`src/sv/pbnf_pkg.sv`:
```
// shared constants, types and codes for the page bitmap next-fit allocator
package pbnf_pkg;

  // sizing
  localparam int PAGE_TOTAL     = 32768;
  localparam int PAGE_BYTES_LOG = 12;
  localparam int KERNEL_BYTES   = 16 * 1024 * 1024;

  // fixed field widths
  localparam int REG_W     = 16;
  localparam int SIZE_W    = 28;
  localparam int ALIGN_W   = 4;
  localparam int ADDR_W    = 27;
  localparam int CFG_IDX_W = 1;

  // page map word organisation
  localparam int WORD_W = (PAGE_TOTAL < 64) ? 16 : 64;
  localparam int WB     = $clog2(WORD_W);
  localparam int NWORDS = (PAGE_TOTAL + WORD_W - 1) / WORD_W;
  localparam int AW     = (NWORDS > 1) ? $clog2(NWORDS) : 1;

  // internal widths
  localparam int LW = $clog2(PAGE_TOTAL);
  localparam int PW = $clog2(PAGE_TOTAL + 32768) + 1;
  localparam int CW = SIZE_W - PAGE_BYTES_LOG + 1;
  localparam int TW = CW + 1;
  localparam int EW = ((PW > CW) ? PW : CW) + 1;

  // reset values
  localparam int REG_MAX       = (1 << REG_W) - 1;
  localparam int USABLE_RST    = (PAGE_TOTAL > REG_MAX + 1) ? REG_MAX : PAGE_TOTAL;
  localparam int RES_PAGES     = KERNEL_BYTES >> PAGE_BYTES_LOG;
  localparam int RESERVED_RST  = (RES_PAGES > REG_MAX) ? REG_MAX : RES_PAGES;
  localparam int RES_CLAMP_RST = (RESERVED_RST > PAGE_TOTAL) ? PAGE_TOTAL : RESERVED_RST;
  localparam int LAST_END_RST  = (RES_CLAMP_RST == 0) ? PAGE_TOTAL - 1 : RES_CLAMP_RST - 1;

  // request kinds
  localparam logic KIND_REINIT = 1'b0;
  localparam logic KIND_ALLOC  = 1'b1;

  // configuration register indexes
  localparam logic [CFG_IDX_W-1:0] CFG_USABLE   = CFG_IDX_W'(0);
  localparam logic [CFG_IDX_W-1:0] CFG_RESERVED = CFG_IDX_W'(1);

  typedef enum logic [3:0] {
    ST_INIT,
    ST_IDLE,
    ST_CLEAR,
    ST_ALLOC,
    ST_CHK,
    ST_WAIT,
    ST_EVAL,
    ST_MARK_RD,
    ST_MARK_WR,
    ST_RESP
  } state_t;

  typedef enum logic [1:0] {
    RES_FAIL,
    RES_REINIT,
    RES_ALLOC
  } res_t;

  typedef struct packed {
    logic load;
    logic clr_start;
    logic clr_step;
    logic scan_init;
    logic scan_second;
    logic scan_rd;
    logic scan_cap;
    logic scan_step;
    logic mark_start;
    logic mark_rd;
    logic mark_wr;
    logic res_set;
    res_t res_code;
    logic out_load;
  } cmd_t;

  typedef struct packed {
    logic sweep_last;
    logic cnt_zero;
    logic pos_ge_hi;
    logic fit;
    logic mark_last;
  } stat_t;

endpackage

```
`src/sv/pbnf_ctrl.sv`:
```
// sequencing state machine for sweep, search, marking and result transfer
module pbnf_ctrl (
  input  logic            clk,
  input  logic            rst_n,
  input  logic            in_valid,
  input  logic            in_kind,
  output logic            in_ready,
  output logic            out_valid,
  input  logic            out_ready,
  input  pbnf_pkg::stat_t stat,
  output pbnf_pkg::cmd_t  cmd
);
  import pbnf_pkg::*;

  state_t state_r, state_nxt;
  logic   second_r, second_nxt;
  logic   out_valid_r, out_valid_nxt;
  logic   out_free;

  assign out_free = !out_valid_r || out_ready;

  always_ff @(posedge clk) begin
    if (!rst_n) begin
      state_r     <= ST_INIT;
      second_r    <= 1'b0;
      out_valid_r <= 1'b0;
    end else begin
      state_r     <= state_nxt;
      second_r    <= second_nxt;
      out_valid_r <= out_valid_nxt;
    end
  end

  // next state
  always_comb begin
    state_nxt  = state_r;
    second_nxt = second_r;
    case (state_r)
      ST_INIT: begin
        if (stat.sweep_last) state_nxt = ST_IDLE;
      end
      ST_IDLE: begin
        if (in_valid) begin
          state_nxt = (in_kind == KIND_REINIT) ? ST_CLEAR : ST_ALLOC;
        end
      end
      ST_CLEAR: begin
        if (stat.sweep_last) state_nxt = ST_RESP;
      end
      ST_ALLOC: begin
        second_nxt = 1'b0;
        state_nxt  = stat.cnt_zero ? ST_RESP : ST_CHK;
      end
      ST_CHK: begin
        if (stat.pos_ge_hi) begin
          if (!second_r) begin
            second_nxt = 1'b1;
          end else begin
            state_nxt = ST_RESP;
          end
        end else begin
          state_nxt = ST_WAIT;
        end
      end
      ST_WAIT:    state_nxt = ST_EVAL;
      ST_EVAL:    state_nxt = stat.fit ? ST_MARK_RD : ST_CHK;
      ST_MARK_RD: state_nxt = ST_MARK_WR;
      ST_MARK_WR: state_nxt = stat.mark_last ? ST_RESP : ST_MARK_RD;
      ST_RESP: begin
        if (out_free) state_nxt = ST_IDLE;
      end
      default: state_nxt = ST_INIT;
    endcase
    out_valid_nxt = ((state_r == ST_RESP) && out_free) ? 1'b1 :
                    (out_ready ? 1'b0 : out_valid_r);
  end

  // outputs and datapath commands
  always_comb begin
    cmd      = '0;
    in_ready = 1'b0;
    case (state_r)
      ST_INIT: cmd.clr_step = 1'b1;
      ST_IDLE: begin
        in_ready = 1'b1;
        if (in_valid) begin
          cmd.load = 1'b1;
          if (in_kind == KIND_REINIT) cmd.clr_start = 1'b1;
        end
      end
      ST_CLEAR: begin
        cmd.clr_step = 1'b1;
        if (stat.sweep_last) begin
          cmd.res_set  = 1'b1;
          cmd.res_code = RES_REINIT;
        end
      end
      ST_ALLOC: begin
        if (stat.cnt_zero) begin
          cmd.res_set  = 1'b1;
          cmd.res_code = RES_FAIL;
        end else begin
          cmd.scan_init = 1'b1;
        end
      end
      ST_CHK: begin
        if (stat.pos_ge_hi) begin
          if (!second_r) begin
            cmd.scan_init   = 1'b1;
            cmd.scan_second = 1'b1;
          end else begin
            cmd.res_set  = 1'b1;
            cmd.res_code = RES_FAIL;
          end
        end else begin
          cmd.scan_rd = 1'b1;
        end
      end
      ST_WAIT: cmd.scan_cap = 1'b1;
      ST_EVAL: begin
        if (stat.fit) begin
          cmd.mark_start = 1'b1;
          cmd.res_set    = 1'b1;
          cmd.res_code   = RES_ALLOC;
        end else begin
          cmd.scan_step = 1'b1;
        end
      end
      ST_MARK_RD: cmd.mark_rd = 1'b1;
      ST_MARK_WR: cmd.mark_wr = 1'b1;
      ST_RESP:    cmd.out_load = out_free;
      default: ;
    endcase
  end

  assign out_valid = out_valid_r;

endmodule

```
`config.mk`:
```
export PLATFORM = sky130hd
export DESIGN_NAME = pbnf_ctrl
export DESIGN_NICKNAME = d
export VERILOG_FILES = /design/src/sv/pbnf_pkg.sv /design/src/sv/pbnf_ctrl.sv
export SDC_FILE = /design/constraint.sdc
export NUM_CORES = 1
export LEC_CHECK = 0
export ABC_CLOCK_PERIOD_IN_PS = 2000
export BUFFER_PORTS_ARGS = -buffer_cell sky130_fd_sc_hd__buf_4
export CORE_MARGIN = 4
export CORE_UTILIZATION = 40
export CTS_CLUSTER_SIZE = 25
export DETAILED_ROUTE_END_ITERATION = 10
export GPL_TIMING_DRIVEN = 0
export PLACE_DENSITY = 0.7
export SETUP_SLACK_MARGIN = 0.3
export SKIP_CTS_REPAIR_TIMING = 1
export SLEW_MARGIN = 20
export SYNTH_ARGS = -nofsm -noshare
export SYNTH_HDL_FRONTEND = slang
export SYNTH_SLANG_ARGS = --single-unit
```
`constraint.sdc`:
```
create_clock -name clk -period 2 [get_ports clk]
set_clock_uncertainty 0.15 [all_clocks]
set_input_delay 0.1 -clock clk [delete_from_list [all_inputs] [get_ports clk]]
set_output_delay 0.1 -clock clk [all_outputs]
set_load 0.01 [all_outputs]
```
==> metrics.csv <==
stage;metric;value;unit
status;status;complete, no violations;
timing;setup_tns;0;ns
timing;Final Max Tran Viols;0;
global_route;first-pass GRT wire length;2835;microns
finish;Post-Layout Cell Count;134;
timing;Fin Hold WS;0.02351;ns
synth;top cells by count, synth;nor2_1, nor2b_1, and3_1, nand2_1;
clock_tree;clk root buf;clkbuf_4;
floorplan;Chip Height;46.95;microns
timing;Worst-Margin Slew;0.2889;ns
synth;largest area contributor in the netlist;dfxtp_1;
floorplan;initial core utilization;0.4441;
placed_design;placed cells;129;
timing;Setup-failing EPs final;0;
setup_path;critical path startpoint category;flop;
floorplan;num ports;27;
timing;final hold vios;0;
finish;post-layout util;0.6685;
finish;Syn-to-layout area delta;50.52;%
power_and_ir_drop;total power;622.2;uW
placed_design;Port Buffer Count;26;
placed_design;Placed Area;820.8;sq um
synth;top-count cell post-synth;nor2_1;
routing;drt wl/cell;13.74;microns
finish;design area;913.4;sq um
finish;register area;122.6;sq um
setup_path;CP arrival;1.62;ns
setup_path;highest-delay cell along the critical path;or3_4;
synth;register area share after synthesis;0.1979;
routing;DRC;0;
setup_path;critical path buffer and inverter count;1;
global_route;total grt overflow;0;
timing;period utilization;0.9333;
synth;top-area cell type share of the netlist area;0.1979;
timing;final worst path period need;1.867;ns
timing;RSZ-0062 raised after global routing;yes;
synth;Async SR Flop Fraction;0;
setup_path;Worst setup startpoint;state_r[3];
clock_tree;clock sink count;6;
setup_path;crit end category;output pin;
clock_tree;H-tree levels;1;
power_and_ir_drop;Pleak;0.4533;nW
finish;fill count;128;
setup_path;Crit Path Class;reg2out;
routing;1st-iter DRT viols;28;
global_route;initial antenna violation count;0;
synth;number of flops mapped to enable cells by yosys;0;
job;max-cap violations;0;
synth;Netlist Area Pre-Place;606.8;sq um
floorplan;Placement Rows;13;
timing;setup ws final;0.1335;ns
timing;achievable clock frequency;0.5358;GHz
synth;Gate Count Post-Synth;88;
clock_tree;CTS Buffer Depth;2;
power_and_ir_drop;VDD IR max;440.9;uV
placed_design;post-place setup slack;0.2262;ns
synth;Synth Register Bits;6;
clock_tree;worst skew pair latency;0.24;ns
synth;synthesis warning total;0;
worst_hold_path;worst hold path startpoint;stat[4];
setup_path;CP cell instances;or3b_4 > or3_4 > o21ai_4 > buf_4;
finish;Total Nets Final;131;
floorplan;Die ar.;0.002204;sq mm
floorplan;Die Span X;46.95;microns
floorplan;Core ar.;0.001366;sq mm
synth;ys flop type;dfxtp_1;
clock_tree;CTS buffer count;3;
routing;ANT nets after route;0;
setup_path;worst-path maximum fanout;6;
setup_path;Critical Path Max Stage Delay;0.42;ns
power_and_ir_drop;pwr/cell area;681.2;mW/mm^2
finish;Ant. Diodes;0;
global_route;vias in the first global route;660;
placed_design;Post-DP HPWL;1360;microns
setup_path;Worst Path Required;1.75;ns
routing;Via Count;768;
timing;relative slew slack;0.8054;
setup_path;Crit path max-delay family;simple AND/OR/NAND/NOR gates;
finish;proportion of layout cells with a drive suffix above 1;0.4118;
finish;footprint of the multi-input gates;473.0;sq um
placed_design;GPL Wtd Cong;0.7786;
synth;ranking of synthesized cells by area;dfxtp_1, nor2b_1, nor2_1;
routing;vias per std cell;5.731;
synth;Synth cell types;33;
clock_tree;clock slew at reported path FFs;0.04;ns
clock_tree;CTS tree;built;
synth;syn_nets;98;
synth;Avg Cell Area, Syn;6.896;sq um
global_route;largest net degree at the start of global routing;11;
global_route;total track usage;0.1770;
routing;Routed WL;1841;microns
setup_path;worst r2r src;state_r[3];
worst_hold_path;worst hold path type;in2reg;
routing;drt first pass iters;4;
-- flip-flops by register name, indices dropped and copies added (netlist names) --
signal,flops
second_r,1
state_r,4
out_valid,1
-- area by class of cell --
| type | instances | area share |
|---|---|---|
| Buffer | 8 | 0.06164 |
| Inverter | 2 | 0.008219 |
| Tap cell | 15 | 0.02055 |
| Clock buffer | 3 | 0.02466 |
| Sequential cell | 6 | 0.1342 |
| Multi-Input combinational cell | 72 | 0.5178 |
| Timing Repair Buffer | 28 | 0.2329 |
-- tightest hold or removal path, stage by stage --
cell and delay, ns:
buf_4 0.10, nand4b_1 0.11, o31ai_1 0.06
-- placed cells by master, fill, tap and decap left out, types with 2 or more instances in the layout --
master and instances:
clkbuf_4 5, a31oi_1 2, nand2b_1 3, inv_1 2
o21ai_0 4, a21oi_1 3, a2bb2oi_1 3, nand2_1 7
buf_4 29, nor2b_2 3, buf_2 2, and3_1 7
dfxtp_1 4, nor2b_1 5, nand3_1 2, dfxtp_2 2
nor3_1 3, nor2_1 11
-- worst paths after layout --
kind / to / slack, ns / cells past startpoint
worst max-delay path: cmd[11] / 0.13 / 4
worst min-delay path: state_r[1] / 0.02 / 3
worst max register to register: state_r[0] / 0.24 / 4
worst min register to register: second_r / 0.38 / 1
-- power by group --
group | internal [mW] | switching [mW] | leakage [nW]
sequential | 0.136 | 0.0128 | 0.0498
combinational | 0.178 | 0.187 | 0.390
clock | 0.0676 | 0.0402 | 0.0138
-- per-layer routing --
layer / part of all wire / GRT usage / wire length, microns / vias to the layer above
li1: - / - / - / 381
met5: 0 / 0 / 0 / -
met4: 0.0071 / 0.04972 / 13 / 0
met3: 0.073 / 0.04981 / 134 / 5
met2: 0.50 / 0.3035 / 915 / 32
met1: 0.42 / 0.2151 / 777 / 350
-- cells by family (layout without fill, tap and decap cells) --
logic type	after synthesis	after routing	synth area share
muxes	1	1	0.01650
AOI/OAI and AO/OA	21	21	0.2495
buffers and inverters	10	41	0.07010
and+or+nand+nor	50	50	0.4660
DFF	6	6	0.1979
No activity file was read; power rests on OpenSTA's default activity.
